==> config.mk <==
export PLATFORM = sky130hd
export DESIGN_NAME = tnb_front_flat
export DESIGN_NICKNAME = d
export VERILOG_FILES = /design/src/hdl/tnb_pkg.sv /design/src/hdl/tnb_ifs.sv /design/src/hdl/tnb_front.sv /design/src/flat_wrapper.sv
export SDC_FILE = /design/constraint.sdc
export NUM_CORES = 1
export LEC_CHECK = 0
export BUFFER_PORTS_ARGS = -buffer_cell sky130_fd_sc_hd__buf_2
export CORE_MARGIN = 8
export CORE_UTILIZATION = 51
export DETAILED_ROUTE_END_ITERATION = 12
export GPL_TIMING_DRIVEN = 0
export PLACE_DENSITY = 0.8
export SYNTH_ARGS = -nofsm -noshare
export SYNTH_HDL_FRONTEND = slang
export SYNTH_SLANG_ARGS = --single-unit
==> constraint.sdc <==
create_clock -name clk -period 12.9 [get_ports clk]
set_input_delay 0.645 -clock clk [delete_from_list [all_inputs] [get_ports clk]]
set_output_delay 0.645 -clock clk [all_outputs]
set_load 0.02 [all_outputs]
==> src/hdl/tnb_pkg.sv <==
package tnb_pkg;

	localparam int TABLE_STEPS = 256;
	localparam int SAMPLE_BITS = 24;
	localparam int COEF_BITS   = 32;
	localparam int COEF_FRAC   = COEF_BITS - 4;
	localparam int INDEX_SHIFT = 20;
	localparam int IDX_W       = $clog2(TABLE_STEPS + 1);
	localparam int FREQ_W      = 16;
	localparam int SCALE_W     = 24;
	localparam int ENTRY_W     = 9;
	localparam int CFG_IDX_W   = 1;
	localparam int CFG_DATA_W  = 24;
	localparam int QUEUE_DEPTH = 2;
	localparam int PROD_W      = COEF_BITS + SAMPLE_BITS;
	localparam int ACC_W       = PROD_W + 3;

	localparam logic FUNC_FILTER = 1'b0;
	localparam logic FUNC_WRITE  = 1'b1;

	localparam logic [CFG_IDX_W-1:0] REG_FREQ_MIN   = 1'd0;
	localparam logic [CFG_IDX_W-1:0] REG_FREQ_SCALE = 1'd1;

	localparam logic [FREQ_W-1:0]  FREQ_MIN_RESET   = '0;
	localparam logic [SCALE_W-1:0] FREQ_SCALE_RESET = 24'd65536;

	typedef logic signed [SAMPLE_BITS-1:0] sample_t;
	typedef logic signed [COEF_BITS-1:0]   coef_t;

	typedef enum logic {
		OP_FILTER,
		OP_WRITE
	} op_t;

	typedef enum logic [1:0] {
		BK_IDLE,
		BK_MAC,
		BK_DONE
	} back_state_t;

	typedef struct packed {
		coef_t gain;
		coef_t cross_term;
		coef_t feedback;
	} coef_set_t;

	typedef struct packed {
		op_t              op;
		logic [IDX_W-1:0] idx;
		sample_t          sample;
		coef_set_t        coefs;
	} cmd_t;

	typedef struct packed {
		logic push;
		logic pop;
	} q_ctrl_t;

	typedef struct packed {
		logic full;
		logic empty;
	} q_stat_t;

endpackage

==> src/hdl/tnb_ifs.sv <==
interface tnb_item_if;
	import tnb_pkg::*;
	logic                 valid;
	logic                 ready;
	logic                 func;
	sample_t              sample;
	logic [FREQ_W-1:0]    center_freq;
	logic [ENTRY_W-1:0]   entry_index;
	coef_t                coef_gain;
	coef_t                coef_cross;
	coef_t                coef_feedback;
	modport source (output valid, func, sample, center_freq, entry_index,
		coef_gain, coef_cross, coef_feedback, input ready);
	modport sink (input valid, func, sample, center_freq, entry_index,
		coef_gain, coef_cross, coef_feedback, output ready);
endinterface


interface tnb_cfg_if;
	import tnb_pkg::*;
	logic                  valid;
	logic                  ready;
	logic [CFG_IDX_W-1:0]  index;
	logic [CFG_DATA_W-1:0] data;
	modport source (output valid, index, data, input ready);
	modport sink (input valid, index, data, output ready);
endinterface

==> src/hdl/tnb_front.sv <==
module tnb_front (
	input  logic            clk,
	input  logic            arst_n,
	tnb_item_if.sink        items,
	tnb_cfg_if.sink         cfg,
	input  logic            q_full,
	output logic            push,
	output tnb_pkg::cmd_t   push_cmd
);
	import tnb_pkg::*;

	localparam int RAW_W = FREQ_W + SCALE_W - INDEX_SHIFT;

	logic [FREQ_W-1:0]  freq_min_q;
	logic [SCALE_W-1:0] freq_scale_q;

	logic               valid_s1;
	logic               func_s1;
	sample_t            sample_s1;
	logic [FREQ_W-1:0]  freq_s1;
	logic [ENTRY_W-1:0] entry_s1;
	coef_set_t          coefs_s1;

	logic [FREQ_W:0]            diff;
	logic [FREQ_W+SCALE_W-1:0]  prod;
	logic [RAW_W-1:0]           raw_idx;
	logic [IDX_W-1:0]           freq_idx;
	logic                       is_write;
	logic                       entry_ok;
	logic                       drop;
	logic                       leave;

	assign cfg.ready = 1'b1;

	always_ff @(posedge clk or negedge arst_n) begin
		if (!arst_n) begin
			freq_min_q   <= FREQ_MIN_RESET;
			freq_scale_q <= FREQ_SCALE_RESET;
		end else if (cfg.valid) begin
			case (cfg.index)
				REG_FREQ_MIN:   freq_min_q   <= cfg.data[FREQ_W-1:0];
				REG_FREQ_SCALE: freq_scale_q <= cfg.data[SCALE_W-1:0];
				default: ;
			endcase
		end
	end

	// frequency to table index
	always_comb begin
		diff    = {1'b0, freq_s1} - {1'b0, freq_min_q};
		prod    = diff[FREQ_W-1:0] * freq_scale_q;
		raw_idx = prod[FREQ_W+SCALE_W-1:INDEX_SHIFT];
		if (diff[FREQ_W]) begin
			freq_idx = '0;
		end else if (32'(raw_idx) > 32'(TABLE_STEPS)) begin
			freq_idx = IDX_W'(TABLE_STEPS);
		end else begin
			freq_idx = IDX_W'(raw_idx);
		end
	end

	assign is_write = (func_s1 == FUNC_WRITE);
	assign entry_ok = (32'(entry_s1) <= 32'(TABLE_STEPS));
	// out-of-range table writes are dropped here
	assign drop     = is_write && !entry_ok;
	assign leave    = valid_s1 && (drop || !q_full);
	assign push     = valid_s1 && !drop && !q_full;
	assign items.ready = !valid_s1 || leave;

	always_comb begin
		push_cmd.op     = is_write ? OP_WRITE : OP_FILTER;
		push_cmd.idx    = is_write ? IDX_W'(entry_s1) : freq_idx;
		push_cmd.sample = sample_s1;
		push_cmd.coefs  = coefs_s1;
	end

	always_ff @(posedge clk or negedge arst_n) begin
		if (!arst_n) begin
			valid_s1 <= 1'b0;
		end else if (items.ready) begin
			valid_s1 <= items.valid;
		end
	end

	always_ff @(posedge clk) begin
		if (items.valid && items.ready) begin
			func_s1             <= items.func;
			sample_s1           <= items.sample;
			freq_s1             <= items.center_freq;
			entry_s1            <= items.entry_index;
			coefs_s1.gain       <= items.coef_gain;
			coefs_s1.cross_term <= items.coef_cross;
			coefs_s1.feedback   <= items.coef_feedback;
		end
	end

`ifndef ASSERT_OFF
	a_idx_range: assert property (@(posedge clk) disable iff (!arst_n)
		push |-> 32'(push_cmd.idx) <= 32'(TABLE_STEPS))
		else $error("queued table index beyond table");
`endif

endmodule

==> src/flat_wrapper.sv <==
// flat-port wrapper written by rule: the top's interface ports become plain ports
module tnb_front_flat import tnb_pkg::*;
  (clk, arst_n, q_full, push, push_cmd, items_valid, items_func, items_sample, items_center_freq, items_entry_index, items_coef_gain, items_coef_cross, items_coef_feedback, items_ready, cfg_valid, cfg_index, cfg_data, cfg_ready);
  tnb_item_if items_i ();
  tnb_cfg_if cfg_i ();
  input  logic clk;
  input  logic arst_n;
  input  logic q_full;
  output logic push;
  output tnb_pkg::cmd_t push_cmd;
  input wire logic [$bits(items_i.valid)-1:0] items_valid;
  input wire logic [$bits(items_i.func)-1:0] items_func;
  input wire logic [$bits(items_i.sample)-1:0] items_sample;
  input wire logic [$bits(items_i.center_freq)-1:0] items_center_freq;
  input wire logic [$bits(items_i.entry_index)-1:0] items_entry_index;
  input wire logic [$bits(items_i.coef_gain)-1:0] items_coef_gain;
  input wire logic [$bits(items_i.coef_cross)-1:0] items_coef_cross;
  input wire logic [$bits(items_i.coef_feedback)-1:0] items_coef_feedback;
  output wire logic [$bits(items_i.ready)-1:0] items_ready;
  input wire logic [$bits(cfg_i.valid)-1:0] cfg_valid;
  input wire logic [$bits(cfg_i.index)-1:0] cfg_index;
  input wire logic [$bits(cfg_i.data)-1:0] cfg_data;
  output wire logic [$bits(cfg_i.ready)-1:0] cfg_ready;
  assign items_i.valid = items_valid;
  assign items_i.func = items_func;
  assign items_i.sample = items_sample;
  assign items_i.center_freq = items_center_freq;
  assign items_i.entry_index = items_entry_index;
  assign items_i.coef_gain = items_coef_gain;
  assign items_i.coef_cross = items_coef_cross;
  assign items_i.coef_feedback = items_coef_feedback;
  assign items_ready = items_i.ready;
  assign cfg_i.valid = cfg_valid;
  assign cfg_i.index = cfg_index;
  assign cfg_i.data = cfg_data;
  assign cfg_ready = cfg_i.ready;
  tnb_front u_core (.clk(clk), .arst_n(arst_n), .items(items_i), .cfg(cfg_i), .q_full(q_full), .push(push), .push_cmd(push_cmd));
endmodule
==> qor_table.md <==
| Group | Metric | This run |
| --- | --- | --- |
| outcome | Status | finished, final reports clean |
| finish | Nets | 2886 |
| critical path | Cell family with most CP delay | adder cells |
| clocking | Depth of the CTS H-tree | 4 |
| yosys | Synthesized area per cell | 10.1 um2 |
| yosys | Post-synth cell types | 84 |
| critical path | Category of the critical setup timing path | reg2out |
| yosys | Commonest cells in the netlist | 403 x inv_1, 328 x nand2_1, 306 x fa_1 |
| yosys | Async set-or-reset flop fraction in the synthesized netlist | 21.9% |
| global route | Number of antenna violations at the first check in global routing | 6 |
| global route | Maximum number of pins on one net before global-route repair | 79 |
| placement | Half-perimeter wire length after detailed placement | 46.8 mm |
| critical path | CP arrival | 10.33 ns |
| sta | Final TNS setup | 0 ns |
| critical path | Worst Setup End Kind | primary output |
| yosys | Proportion of netlist area held by the largest area contributor | 31.0% |
| route | Number of vias after detailed routing | 15200 |
| yosys | Most used standard cell by instance count after synthesis | inv_1 |
| critical path | Largest stage delay, worst path | 0.84 ns |
| global route | Via count of the first global-routing pass | 16000 |
| critical path | CP Data Required Time | 12.26 ns |
| global route | Grt ovf | 0 |
| critical path | Cell mode on critical path | inv_1 |
| sta | Final count of hold timing violations | 0 |
| clocking | Sinks on Clock Net | 187 |
| clocking | CTS tree | yes |
| route | Total wirelength of the detailed-routed design | 56.3 mm |
| sta | Tightest slew margin relative to the limit | 20.4% |
| clocking | Register clock-pin slew on the reported worst setup and hold paths | 0.08 ns |
| sta | Unrepaired setup endpoints after global routing | no |
| sta | Fin. max-slew vios | 0 |
| finish | Number of inserted filler cells in the final layout | 3116 |
| route | Drt first pass iters | 5 |
| yosys | Cells after Synth | 1951 |
| critical path | Buffers and inverters on the worst path | 9 |
| clocking | Post-cts repair resize count | 0 |
| route | DRT iter0 DRCs | 1202 |
| placement | Number of port buffers | 307 |
| clocking | Maximum buffer depth of the clock tree | 2 |
| global route | Global-route usage over all layers | 25.1% |
| yosys | Area of the mapped netlist | 19700 um2 |
| die | Vert. Die Dim | 213 um |
| run | MaxCap Viol Count | 0 |
| sta | Final-report setup violation count | 0 |
| yosys | Commonest register cell after synthesis | edfxtp_1 |
| yosys | Share of the yosys chip area belonging to registers | 27.4% |
| yosys | Synthesized net count | 2559 |
| die | X dimension of the die | 213 um |
| yosys | Total number of yosys warnings | 0 |
| sta | Final critical path time including I/O delays and setup | 10.98 ns |
| yosys | Leading cell types by total area after synthesis | fa_1 31%, edfxtp_1 22%, ha_1 8.0%, inv_1 7.7%, nand2_1 6.2% |
| clocking | Root Buffer Master | clkbuf_16 |
| yosys | Number of synthesized register bits | 187 |
| sta | Actual slew at the worst max-slew pin | 1.19 ns |
| yosys | Yosys top cell by area | fa_1 |
| route | DRC violation count after routing | 0 |
| placement | Final weighted congestion in routability-driven placement | 0.936 |
| die | Core outline area | 38500 um2 |
| global route | Global-route wire length before repair | 86.4 mm |
| sta | Post-route fraction of the period consumed by the critical path | 85.1% |
| critical path | Startpoint Class | flip-flop |
| route | ANT nets after route | 0 |
| critical path | Critical path peak fanout | 10 |
| yosys | Count of flip-flops with a built-in enable after synthesis | 146 |
| clocking | Clock buffer count from CTS | 17 |
| clocking | Worst-Skew Late Latency | 0.45 ns |
| route | Routed length per instance | 20.0 um |
| die | Number of top-level design ports | 309 |
| sta | Worst-case clock skew | 0.00632 ns |
| finish | Layout area overhead | 14.5% |
| clocking | Number of buffers inserted to repair setup after CTS | 0 |
| die | Die footprint | 45300 um2 |
| finish | Layout cell share with drive strength beyond 1 | 17.3% |
| sta | Fmax | 91.1 MHz |
| clocking | Cts-stage hold buffer count | 0 |
| route | Via count normalized by instance count | 5.40 |
| critical path | Master of the slowest instance on the critical path | xnor2_1 |
| hold path | Type of the tightest min-delay check | in2reg |
| die | Initial Utilization | 51.3% |
| die | Std-Cell Rows | 72 |
[routing by layer]
metal	track usage (%)	vias to the layer above	wire (um)
met5	0	-	8
met4	12.5	2	3010
met3	5.37	147	4810
met2	44.1	750	28400
met1	28.9	7559	20100
li1	-	6736	-
[state kept, by name, indices dropped and copies added (netlist names)]
register             flops
u_core.sample_s1        24
u_core.entry_s1          9
u_core.func_s1           1
u_core.freq_min_q       16
u_core.freq_s1          16
u_core.push_cmd         96
u_core.valid_s1          1
u_core.freq_scale_q     24
[final timing paths]
path / from / endpoint / slack [ns] / cells after the start
max: u_core.freq_s1[0] / push_cmd[125] / 1.92 / 33
min: items_coef_feedback[15] / u_core.push_cmd[15] / 0.37 / 1
max reg2reg: u_core.func_s1 / u_core.freq_s1[6] / 10.20 / 5
min reg2reg: u_core.freq_min_q[6] / u_core.freq_min_q[6] / 0.55 / 2
max in group asynchronous: arst_n / u_core.valid_s1 / 11.89 / 1
min in group asynchronous: arst_n / u_core.freq_scale_q[23] / 0.39 / 1
[cell usage in the layout, fill, tap and decap left out, types with 11 or more instances in the layout]
cell	instances
inv_1	403
nand2_1	328
buf_2	314
fa_1	306
edfxtp_1	146
ha_1	126
and2_1	101
clkbuf_1	75
nand2b_1	45
dfrtp_1	40
a21oi_1	37
o21ai_0	34
nor2_1	31
mux2_2	31
clkbuf_16	20
o21ai_1	16
xnor2_1	16
nand3_1	15
mux2i_1	15
nor2b_1	12
nand4_1	12
nor3_1	11
[logic make-up (layout without fill, tap and decap cells)]
group	after synthesis	after routing	share of synthesized area, %
other cells	1	4	0.0190
fa+ha+maj	432	432	39.0
simple gates	602	602	14.7
mux	52	52	2.87
flops	187	187	27.4
compound gates	164	164	5.66
xor+xnor	20	20	0.887
buf+inv	493	833	9.45
[metrics by stage]
step                cells  hold WS (ns)  util (%)  setup slack, ns  area [um2]
floorplan            1951         0.349         -             3.58       19700
global placement     2776         0.522      57.0             2.67       21900
detailed placement   2777         0.530      57.1             2.55       22000
CTS                  2809         0.353      58.7             2.00       22600
global route         2809         0.346      58.7             1.44       22600
finish               2812         0.367      58.8             1.92       22600
[cell type report]
type / instances / area [um2] / share of cell area, %
flip-flops and latches: 187 / 5410 / 23.9
clock inverters: 12 / 138 / 0.609
well taps: 518 / 648 / 2.87
repair buffers: 308 / 1560 / 6.92
plain buffers: 90 / 354 / 1.57
clock buffers: 20 / 500 / 2.21
multi-input cells: 1271 / 12500 / 55.2
diodes: 3 / 7.51 / 0.0332
inverters: 403 / 1510 / 6.69
Power is left out: the tool's default activity adds up to more than one toggle a clock period on the data nets, which glitch-free logic cannot reach.
