`config.mk`:
```
export PLATFORM = sky130hd
export DESIGN_NAME = tnb_queue
export DESIGN_NICKNAME = d
export VERILOG_FILES = /design/src/hdl/tnb_pkg.sv /design/src/hdl/tnb_queue.sv
export SDC_FILE = /design/constraint.sdc
export NUM_CORES = 1
export LEC_CHECK = 0
export ABC_AREA = 1
export BUFFER_PORTS_ARGS = -buffer_cell sky130_fd_sc_hd__buf_2
export CAP_MARGIN = 40
export CORE_ASPECT_RATIO = 1.25
export CORE_MARGIN = 2
export CORE_UTILIZATION = 41
export CTS_CLUSTER_SIZE = 40
export DETAILED_ROUTE_END_ITERATION = 8
export GPL_TIMING_DRIVEN = 0
export MAX_ROUTING_LAYER = met4
export PLACE_DENSITY = 0.67
export REMOVE_ABC_BUFFERS = 1
export SETUP_SLACK_MARGIN = 0.15
export SYNTH_ARGS = -nofsm -noshare
export SYNTH_HDL_FRONTEND = slang
export SYNTH_SLANG_ARGS = --single-unit
```
`constraint.sdc`:
```
create_clock -name clk -period 6.3 [get_ports clk]
set_clock_uncertainty 0.15 [all_clocks]
set_input_delay 0.315 -clock clk [delete_from_list [all_inputs] [get_ports clk]]
set_output_delay 0.315 -clock clk [all_outputs]
set_load 0.005 [all_outputs]
```
`src/hdl/tnb_pkg.sv`:
```
package tnb_pkg;

	localparam int TABLE_STEPS = 256;
	localparam int SAMPLE_BITS = 24;
	localparam int COEF_BITS   = 32;
	localparam int COEF_FRAC   = COEF_BITS - 4;
	localparam int INDEX_SHIFT = 20;
	localparam int IDX_W       = $clog2(TABLE_STEPS + 1);
	localparam int FREQ_W      = 16;
	localparam int SCALE_W     = 24;
	localparam int ENTRY_W     = 9;
	localparam int CFG_IDX_W   = 1;
	localparam int CFG_DATA_W  = 24;
	localparam int QUEUE_DEPTH = 2;
	localparam int PROD_W      = COEF_BITS + SAMPLE_BITS;
	localparam int ACC_W       = PROD_W + 3;

	localparam logic FUNC_FILTER = 1'b0;
	localparam logic FUNC_WRITE  = 1'b1;

	localparam logic [CFG_IDX_W-1:0] REG_FREQ_MIN   = 1'd0;
	localparam logic [CFG_IDX_W-1:0] REG_FREQ_SCALE = 1'd1;

	localparam logic [FREQ_W-1:0]  FREQ_MIN_RESET   = '0;
	localparam logic [SCALE_W-1:0] FREQ_SCALE_RESET = 24'd65536;

	typedef logic signed [SAMPLE_BITS-1:0] sample_t;
	typedef logic signed [COEF_BITS-1:0]   coef_t;

	typedef enum logic {
		OP_FILTER,
		OP_WRITE
	} op_t;

	typedef enum logic [1:0] {
		BK_IDLE,
		BK_MAC,
		BK_DONE
	} back_state_t;

	typedef struct packed {
		coef_t gain;
		coef_t cross_term;
		coef_t feedback;
	} coef_set_t;

	typedef struct packed {
		op_t              op;
		logic [IDX_W-1:0] idx;
		sample_t          sample;
		coef_set_t        coefs;
	} cmd_t;

	typedef struct packed {
		logic push;
		logic pop;
	} q_ctrl_t;

	typedef struct packed {
		logic full;
		logic empty;
	} q_stat_t;

endpackage

```
`src/hdl/tnb_queue.sv`:
```
module tnb_queue #(
	parameter int DEPTH = tnb_pkg::QUEUE_DEPTH
) (
	input  logic           clk,
	input  logic           arst_n,
	input  tnb_pkg::q_ctrl_t ctrl,
	input  tnb_pkg::cmd_t  push_cmd,
	output tnb_pkg::q_stat_t stat,
	output tnb_pkg::cmd_t  pop_cmd
);
	import tnb_pkg::*;

	localparam int PTR_W = (DEPTH > 1) ? $clog2(DEPTH) : 1;
	localparam int CNT_W = $clog2(DEPTH + 1);

	cmd_t             slots_q [DEPTH];
	logic [PTR_W-1:0] wr_ptr_q;
	logic [PTR_W-1:0] rd_ptr_q;
	logic [CNT_W-1:0] count_q;

	function automatic logic [PTR_W-1:0] ptr_next(input logic [PTR_W-1:0] p);
		logic [PTR_W-1:0] n;
		n = (p == PTR_W'(DEPTH - 1)) ? '0 : p + PTR_W'(1);
		return n;
	endfunction

	assign stat.full  = (count_q == CNT_W'(DEPTH));
	assign stat.empty = (count_q == '0);
	assign pop_cmd    = slots_q[rd_ptr_q];

	always_ff @(posedge clk) begin
		if (ctrl.push) begin
			slots_q[wr_ptr_q] <= push_cmd;
		end
	end

	always_ff @(posedge clk or negedge arst_n) begin
		if (!arst_n) begin
			wr_ptr_q <= '0;
			rd_ptr_q <= '0;
			count_q  <= '0;
		end else begin
			if (ctrl.push) begin
				wr_ptr_q <= ptr_next(wr_ptr_q);
			end
			if (ctrl.pop) begin
				rd_ptr_q <= ptr_next(rd_ptr_q);
			end
			if (ctrl.push && !ctrl.pop) begin
				count_q <= count_q + CNT_W'(1);
			end else if (ctrl.pop && !ctrl.push) begin
				count_q <= count_q - CNT_W'(1);
			end
		end
	end

`ifndef ASSERT_OFF
	a_count_up: assert property (@(posedge clk) disable iff (!arst_n)
		(ctrl.push && !ctrl.pop) |=> count_q == $past(count_q) + CNT_W'(1))
		else $error("queue count did not follow a lone push");
`endif

endmodule

```
==> flow_summary.toml, run 1 <==
[worst_hold_path]
whs_path_depth = 2
hold_end = "slots_q[0][33]"
worst_hold_path_type = "input pin to flop"
hp-start = "push_cmd[33]"

[critical_path]
r2r_end = "slots_q[1][73]"
cpMostUsedCell = "buf_16"
worst_path_max_delay_cell = "dfrtp_4"
timing_worst_setup_path_type = "flop to primary output"
ff2ff_setup_slack_ps = 4350
reg2reg_depth = 3
path_buf_inv = 3
end_kind = "primary output"
max_stage_delay_ps = 610
path_cells = "buf_16 > buf_16 > mux2_2 > buf_2"
crit_required_ps = 5830
r2r-start = "wr_ptr_q"
crit_family = "buffers and inverters"
crit_fanout = 40
startpoint_type = "flop"
arrival_ps = 2320

[cells_and_area]
fill_cells = 1801
final_nets = 986
layout-drive-gt1-share_pct = 50.7
fin_cells = 1195
syn_to_final_growth_pct = 39.9
postLayoutCellArea_um2 = 13900

[routing]
drtIter0Drc = 193
viasPerCell = 4.64
wl_per_cell_um = 17.7
wl_mm = 21.2
firstDrtPassIters = 4
vias = 5550
dr_wl_met3_mm = 1.23
routed.top_layer = "met4"
met2_length_mm = 11.5
met1_length_mm = 7.91
ant_nets = 0
drcViolationCount = 0

[sta]
fmax_mhz = 359
min_period_over_period_pct = 44.3
setup_violations = 0
slew_viol_final = 0
period_minus_slack_ps = 2790
rsz0062_at_grt = "no"
relSlewSlack_pct = 46.7
hold_violations = 0
tightest_slew_ps = 799
fin_setup_tns_ps = 0
worst_hold_slack_ps = 373

[die]
dieHeight_um = 178
io_pins = 266
core_um2 = 23800
fp.dieW_um = 143
row_count = 63
die-area_um2 = 25600
start_util_pct = 41.9

[yosys]
ys_ff_latch = 264
synthTopCellsByArea = "edfxtp_1 78%, mux2_4 14%, mux2_2 4.5%"
yosys_warnings = 0
synth_top_area_cell = "edfxtp_1"
syn_avg_cell_area_um2 = 23.2
netlist_area_um2 = 9960
ys_types = 15
synth_top_area_share_pct = 78.4
syn_inst = 430
synth_seq_area_share_pct = 79.4

[clock_tree]
tritoncts = "built"
cts_sinks = 264
clk_pin_slew_ps = 60
numCtsBuffers = 26
cts_htree_levels = 1
cts-root-buf = "clkbuf_16"
cts_max_path_buffers = 3
clk_latency_ps = 510

[pwr]
ir_drop_mv = 0.333
power_uw = 5640
p_per_area_nw_per_um2 = 405
leakagePower_uw = 0.00556

[run_status]
status = "finished clean"

[grt]
grt_usage_pct = 16.4
globalRouteOverflowTotal = 0
antenna_found_initial = 1
grt_max_degree = 79
grt_pass1_wl_mm = 31.6
grt_pass1_vias = 6136

[placement]
hpwl_mm = 12.9
place.gp.congestion = 0.708
placedCellCount = 1014
placed_area_um2 = 11800
io_buffers = 265

[flow_run]
drv_cap = 0
==> cells in the final DEF (no fill, tap or decap) <==
| master | Yosys | routed |
|---|---|---|
| edfxtp_1 | 260 | 260 |
| mux2_4 | 90 | 90 |
| bufinv_16 | 0 | 2 |
| nand2_1 | 5 | 5 |
| xor2_1 | 2 | 2 |
| mux2_2 | 40 | 40 |
| ha_1 | 1 | 1 |
| nor2_4 | 0 | 1 |
| buf_2 | 4 | 265 |
| buf_12 | 0 | 4 |
| inv_1 | 7 | 6 |
| dlygate4sd3_1 | 0 | 134 |
| clkbuf_16 | 0 | 27 |
| clkbuf_1 | 0 | 4 |
| buf_16 | 0 | 5 |
| nand3_1 | 1 | 1 |
| clkinv_1 | 0 | 8 |
| dfrtp_4 | 0 | 1 |
| inv_6 | 0 | 2 |
| dfrtp_1 | 4 | 3 |
| nand4_1 | 1 | 1 |
| clkinv_2 | 0 | 4 |
| diode_2 | 0 | 1 |
| nor2_1 | 3 | 2 |
| xnor2_1 | 1 | 1 |
==> area by class of cell <==
cell class	count	area, µm²	share of cell area (%)
flip-flops and latches	264	7910	56.8
repair buffers	408	2890	20.7
multi-input cells	144	1890	13.6
clock buffers	31	691	4.96
well taps	325	407	2.92
clock inverters	15	119	0.853
inverters	7	31.3	0.224
diodes	1	2.50	0.0180
==> synthesized netlist by cell type, drive strengths merged <==
library cell,n
ha,1
nor2,3
mux2,130
nand2,5
nand4,1
xor2,2
dfrtp,4
edfxtp,260
buf,15
xnor2,1
inv,7
nand3,1
==> how the worst max path moves through the flow <==
stage,start,endpoint,slack [ps],cells past startpoint
final,rd_ptr_q,pop_cmd[129],3510,4
after global routing,rd_ptr_q,pop_cmd[129],3410,4
after CTS,rd_ptr_q,pop_cmd[129],3480,4
after detailed placement,rd_ptr_q,pop_cmd[129],4050,4
after global placement,ctrl[1],slots_q[0][34],-3330,3
after floorplan,wr_ptr_q,slots_q[0][0],-290,1
==> layer usage <==
layer / global-route usage, % / vias up
li1: - / 2542
met1: 18.0 / 2747
met2: 29.8 / 210
met3: 3.28 / 51
met4: 5.35 / 0
met5: - / -
==> repair_timing <==
action,4_1_cts,5_1_grt
resized for setup,0,0
hold buffers,134,0
buffers inserted,0,0
endpoints found under the hold margin,266,0
==> through the flow <==
stage / setup WS (ps) / util [%]
floorplan: -288 / -
global placement: -3330 / 48.5
detailed placement: 4050 / 49.5
CTS: 3480 / 58.5
global route: 3410 / 58.5
finish: 3510 / 58.5
==> kinds of logic (layout without fill, tap and decap cells) <==
group,Yosys count,in the layout,share of synthesized area (%)
xor+xnor,3,3,0.264
fa+ha+maj,1,1,0.126
buf+inv,22,461,1.75
flops,264,264,79.4
mux,130,130,18.1
other cells,0,1,0
simple gates,10,10,0.414
==> report_power, final <==
| part | internal [µW] | switching, µW | total, µW |
|---|---|---|---|
| logic | 946 | 764 | 1710 |
| registers | 2330 | 116 | 2450 |
| clock network | 858 | 622 | 1480 |
| total | 4140 | 1500 | 5640 |
==> state kept, by name, summed over array words and instances, names as in the netlist <==
signal and count:
count_q 2, slots_q 260, wr_ptr_q 1, rd_ptr_q 1
Note: power is estimated with default switching activity, not from simulation.
==> run 2: changes to the inputs <==
PLACE_DENSITY = unset   (was 0.67)
clock period = 2.63 ns   (was 6.3 ns; I/O delays follow)
==> run 2 against run 1 <==
Design area rose by 0.22%. Clock-buffer cell count unchanged. Largest power group unchanged. Via count is 2.1% lower. Utilization rose by 0.13 points. Final cell count is 0.33% higher. Critical endpoint is now pop_cmd[128]. Non-clock buffer count is 3 higher. Critical path depth stayed put. Flip-flop and latch count unchanged. Worst setup slack worse by 3200 ps. Sequential power increased by 140%. Die area is the same.
==> flow_summary.toml, run 2 (synthesis gave the netlist of run 1 again) <==
[cells_and_area]
reg_top3 = "slots_q x260, count_q x2"
top_register = "slots_q"
final_util_pct = 58.7
fin_cells = 1199
antenna_cells = 0
layout-drive-gt1-share_pct = 51.3
syn_to_final_growth_pct = 40.2
final_common_cell = "buf_2"
largest_reg_flops = 260
postLayoutCellArea_um2 = 14000
layout_common_cells = "265 x buf_2, 260 x edfxtp_1, 134 x dlygate4sd3_1"
fill_cells = 1801
final_nets = 990

[routing]
firstDrtPassIters = 6
wl_per_cell_um = 16.7
vias = 5434
viasPerCell = 4.53
wl_mm = 20.0
drcViolationCount = 0
ant_nets = 0
drtIter0Drc = 171

[pwr]
p_per_area_nw_per_um2 = 967
clkPwrFrac_pct = 26.3
p_switching_uw = 3570
pwr-share-comb_pct = 30.8
switching_share_pct = 26.5
leakagePower_uw = 0.00558
intPower_uw = 9940
seqPwrFrac_pct = 42.8
ir_drop_mv = 0.734

[critical_path]
arrival_ps = 2010
crit_path_start = "rd_ptr_q"
path_buf_inv = 3
reg2reg_depth = 3
startpoint_type = "flop"
r2r_end = "slots_q[0][29]"
end_kind = "primary output"
crit_family = "buffers and inverters"
crit_fanout = 39
max_stage_delay_ps = 440
crit_path_end = "pop_cmd[128]"
cp.depth = 4
path_cells = "buf_16 > buf_12 > mux2_2 > buf_2"
crit_required_ps = 2350
worst_path_max_delay_cell = "dfrtp_4"
r2r-start = "wr_ptr_q"
ff2ff_setup_slack_ps = 670
timing_worst_setup_path_type = "flop to primary output"

[sta]
worst_hold_slack_ps = 170
min_period_over_period_pct = 87.2
rsz0062_at_grt = "no"
tightest_slew_ps = 638
relSlewSlack_pct = 57.4
hold_violations = 0
fmax_mhz = 436
setup_violations = 0
period_minus_slack_ps = 2290
slew_viol_final = 0

[placement]
io_buffers = 265
hpwl_mm = 12.8
place.gp.congestion = 0.730
placed_area_um2 = 11800
placedCellCount = 1014

[die]
dieHeight_um = 178
core_um2 = 23800
io_pins = 266
row_count = 63
fp.dieW_um = 143
die-area_um2 = 25600
start_util_pct = 41.9

[grt]
grt_max_degree = 78
grt_pass1_wl_mm = 29.9
antenna_found_initial = 0
grt_pass1_vias = 5940
grt_usage_pct = 15.5
globalRouteOverflowTotal = 0

[clock_tree]
numCtsBuffers = 27
clk_latency_ps = 530
cts_max_path_buffers = 3
cts-root-buf = "clkbuf_16"
cts_sinks = 264
clk_pin_slew_ps = 60
tritoncts = "built"
cts_htree_levels = 1

[flow_run]
drv_cap = 0

[run_status]
status = "finished clean"

[worst_hold_path]
worst_hold_path_type = "input pin to flop"
[run 2: cell types whose count changed in the layout (fill, tap and decap cells not counted)]
cell and change:
buf_12 +3, buf_16 -2, buf_4 +2, clkinv_1 -2, clkinv_2 +4, diode_2 -1
[run 2: power groups by stage]
stage / sequential, µW / clock [µW] / combinational (µW)
floorplan: 6190 / 0 / 1890
global placement: 6090 / 0 / 2440
detailed placement: 6030 / 0 / 3860
CTS: 5800 / 3650 / 4260
global route: 5850 / 3810 / 4490
finish: 5790 / 3560 / 4160
[run 2: per-stage QoR]
| step | power (µW) | setup WS [ps] | setup TNS, ps |
|---|---|---|---|
| floorplan | 8080 | -3960 | -934390 |
| global placement | 8530 | -6790 | -1680980 |
| detailed placement | 9890 | 324 | 0 |
| CTS | 13700 | 305 | 0 |
| global route | 14100 | 254 | 0 |
| finish | 13500 | 338 | 0 |
[run 2: final cells by class]
class | count | area [µm²] | area share [%]
sequential | 264 | 7910 | 56.6
tap | 325 | 407 | 2.91
clock buffer | 31 | 691 | 4.95
clock inverter | 17 | 131 | 0.941
multi-input combinational | 144 | 1890 | 13.5
inverter | 7 | 31.3 | 0.224
timing repair buffer | 411 | 2910 | 20.8
[run 2: worst min-delay path by stage]
stage,depth (start not counted),slack [ps],from,to
after floorplan,0,-310,arst_n,count_q[0]
after global placement,1,-210,arst_n,count_q[1]
after detailed placement,1,-210,arst_n,count_q[0]
after CTS,2,150,push_cmd[43],slots_q[0][43]
after global routing,2,160,push_cmd[48],slots_q[0][48]
final,2,170,push_cmd[48],slots_q[0][48]
[run 2: repair_timing]
item,4_1_cts,5_1_grt
endpoints found under the hold margin,276,0
resized for setup,0,0
hold buffers,134,0
endpoints found under the setup margin,97,0
setup buffers,3,0
[run 2: worst reg2reg max path: stages, from the launching register on]
cell and delay, ps:
dfrtp_1 430, nor2_4 540, buf_12 270, buf_12 240
[run 2: routing by layer]
metal | track usage, % | part of all wire, %
met4 | 5.92 | 3.3
met1 | 17.3 | 38
met5 | - | 0
met3 | 2.55 | 4.8
met2 | 27.7 | 54
==> run 3: changes to the inputs <==
CORE_UTILIZATION = 45   (was 41)
PLACE_DENSITY = 0.7   (was unset)
==> run 3 against run 2 <==
Sequential power rose by 1%. Largest cell class unchanged. Worst hold slack better by 21 ps. Worst setup slack improved by 5.0 ps. Sequential share of layout area fell by 0.081 points. Critical endpoint is now pop_cmd[105]. Clock power rose by 7.3%. First-iteration DRC count up 30%. Critical path depth down 1. Final cell count shrank 4.0%. Non-clock buffer count is 2 lower.
==> flow_summary.toml, run 3 (synthesis gave the netlist of run 1 again) <==
[sta]
min_period_over_period_pct = 87.0
fmax_mhz = 437
fin_ws_ps = 343
period_minus_slack_ps = 2290
rsz0062_at_grt = "no"
relSlewSlack_pct = 47.1
hold_violations = 0
setup_violations = 0
slew_viol_final = 0
tightest_slew_ps = 792

[grt]
grt_max_degree = 83
grt_pass1_wl_mm = 31.2
globalRouteOverflowTotal = 0
antenna_found_initial = 1
grt_usage_pct = 18.1
grt_pass1_vias = 5953

[placement]
placedCellCount = 967
io_buffers = 265
hpwl_mm = 12.9
place.gp.congestion = 0.745
post-place-ws_ps = 518

[routing]
dr_wl_met3_mm = 1.07
drcViolationCount = 0
vias = 5496
met1_length_mm = 7.64
wl_mm = 21.3
ant_nets = 0
routed.top_layer = "met4"
firstDrtPassIters = 5
wl_per_cell_um = 18.5
viasPerCell = 4.77
met2_length_mm = 11.9
drtIter0Drc = 222

[critical_path]
path_cells = "buf_16 > mux2_2 > buf_2"
timing_worst_setup_path_type = "flop to primary output"
r2r_end = "slots_q[0][86]"
crit_path_start = "rd_ptr_q"
crit_family = "flip-flops"
crit_fanout = 46
r2r-start = "wr_ptr_q"
max_stage_delay_ps = 610
arrival_ps = 2010
path_buf_inv = 2
end_kind = "primary output"
crit_path_end = "pop_cmd[105]"
startpoint_type = "flop"
ff2ff_setup_slack_ps = 590
worst_path_max_delay_cell = "dfrtp_4"
reg2reg_depth = 3
crit_required_ps = 2350
cp.depth = 3

[pwr]
switching_share_pct = 26.1
pwr-share-comb_pct = 30.0
p_per_area_nw_per_um2 = 988
intPower_uw = 10200
clkPwrFrac_pct = 27.6
power_uw = 13800
leakagePower_uw = 0.00561
p_switching_uw = 3600
ir_drop_mv = 0.763
seqPwrFrac_pct = 42.4

[clock_tree]
ctsResizeCount = 0
cts_sinks = 264
cts-root-buf = "clkbuf_16"
cts_max_path_buffers = 3
numCtsBuffers = 26
tritoncts = "built"
cts_htree_levels = 1
clk_latency_ps = 510
clk_pin_slew_ps = 60

[worst_hold_path]
hp-start = "push_cmd[107]"
worst_hold_path_type = "input pin to flop"

[cells_and_area]
fin_cells = 1151
layout-drive-gt1-share_pct = 51.6
largest_reg_flops = 260
top_register = "slots_q"
reg_top3 = "slots_q x260, count_q x2"
syn_to_final_growth_pct = 40.4
layout_common_cells = "265 x buf_2, 260 x edfxtp_1, 134 x dlygate4sd3_1"
final_common_cell = "buf_2"
multiInputGateArea_um2 = 1890
final_util_pct = 64.7
final_nets = 987
regArea_um2 = 7910
fill_cells = 1497

[flow_run]
drv_cap = 0

[die]
row_count = 60
io_pins = 266
die-area_um2 = 23400
start_util_pct = 46.1
fp.dieW_um = 137
core_um2 = 21600
dieHeight_um = 170

[run_status]
status = "finished clean"
run 3: worst min-delay path by stage:
stage                     depth (start not counted)               to  slack, ps
after CTS                                         2   slots_q[0][58]        160
after floorplan                                   0       count_q[0]       -310
final                                             2  slots_q[1][107]        190
after global placement                            1         rd_ptr_q       -210
after global routing                              2   slots_q[1][51]        170
after detailed placement                          1         rd_ptr_q       -200
run 3: metrics by stage:
stage,hold slack (ps),cell area [µm²],setup TNS [ps]
after floorplan,-314,9820,-934390
final,191,14000,0
after global placement,-214,11500,-1632630
after global routing,171,14000,0
after detailed placement,-203,11700,0
after CTS,159,14000,0
run 3: cell type report:
class	count	share of cell area, %
well taps	279	2.50
clock inverters	18	1.52
inverters	7	0.224
multi-input cells	144	13.5
repair buffers	409	20.8
diodes	2	0.0358
clock buffers	28	4.86
flip-flops and latches	264	56.6
run 3: what timing repair did:
| item | in CTS | in global routing |
|---|---|---|
| hold buffers | 134 | 0 |
| setup buffers | 1 | 1 |
| hold endpoints to repair | 268 | 0 |
| setup endpoints to repair | 93 | 27 |
run 3: power groups by stage:
stage / sequential [µW] / clock (µW) / combinational, µW
final: 5860 / 3820 / 4140
after global routing: 5920 / 4070 / 4460
after CTS: 5900 / 3890 / 4120
after detailed placement: 6050 / 0 / 3820
after global placement: 6100 / 0 / 2450
after floorplan: 6190 / 0 / 1890
run 3: per-layer routing:
layer / up-vias / global-route usage (%)
met2: 196 / 33.0
met5: - / -
met4: 0 / 7.08
met3: 57 / 3.28
met1: 2694 / 19.3
li1: 2549 / -
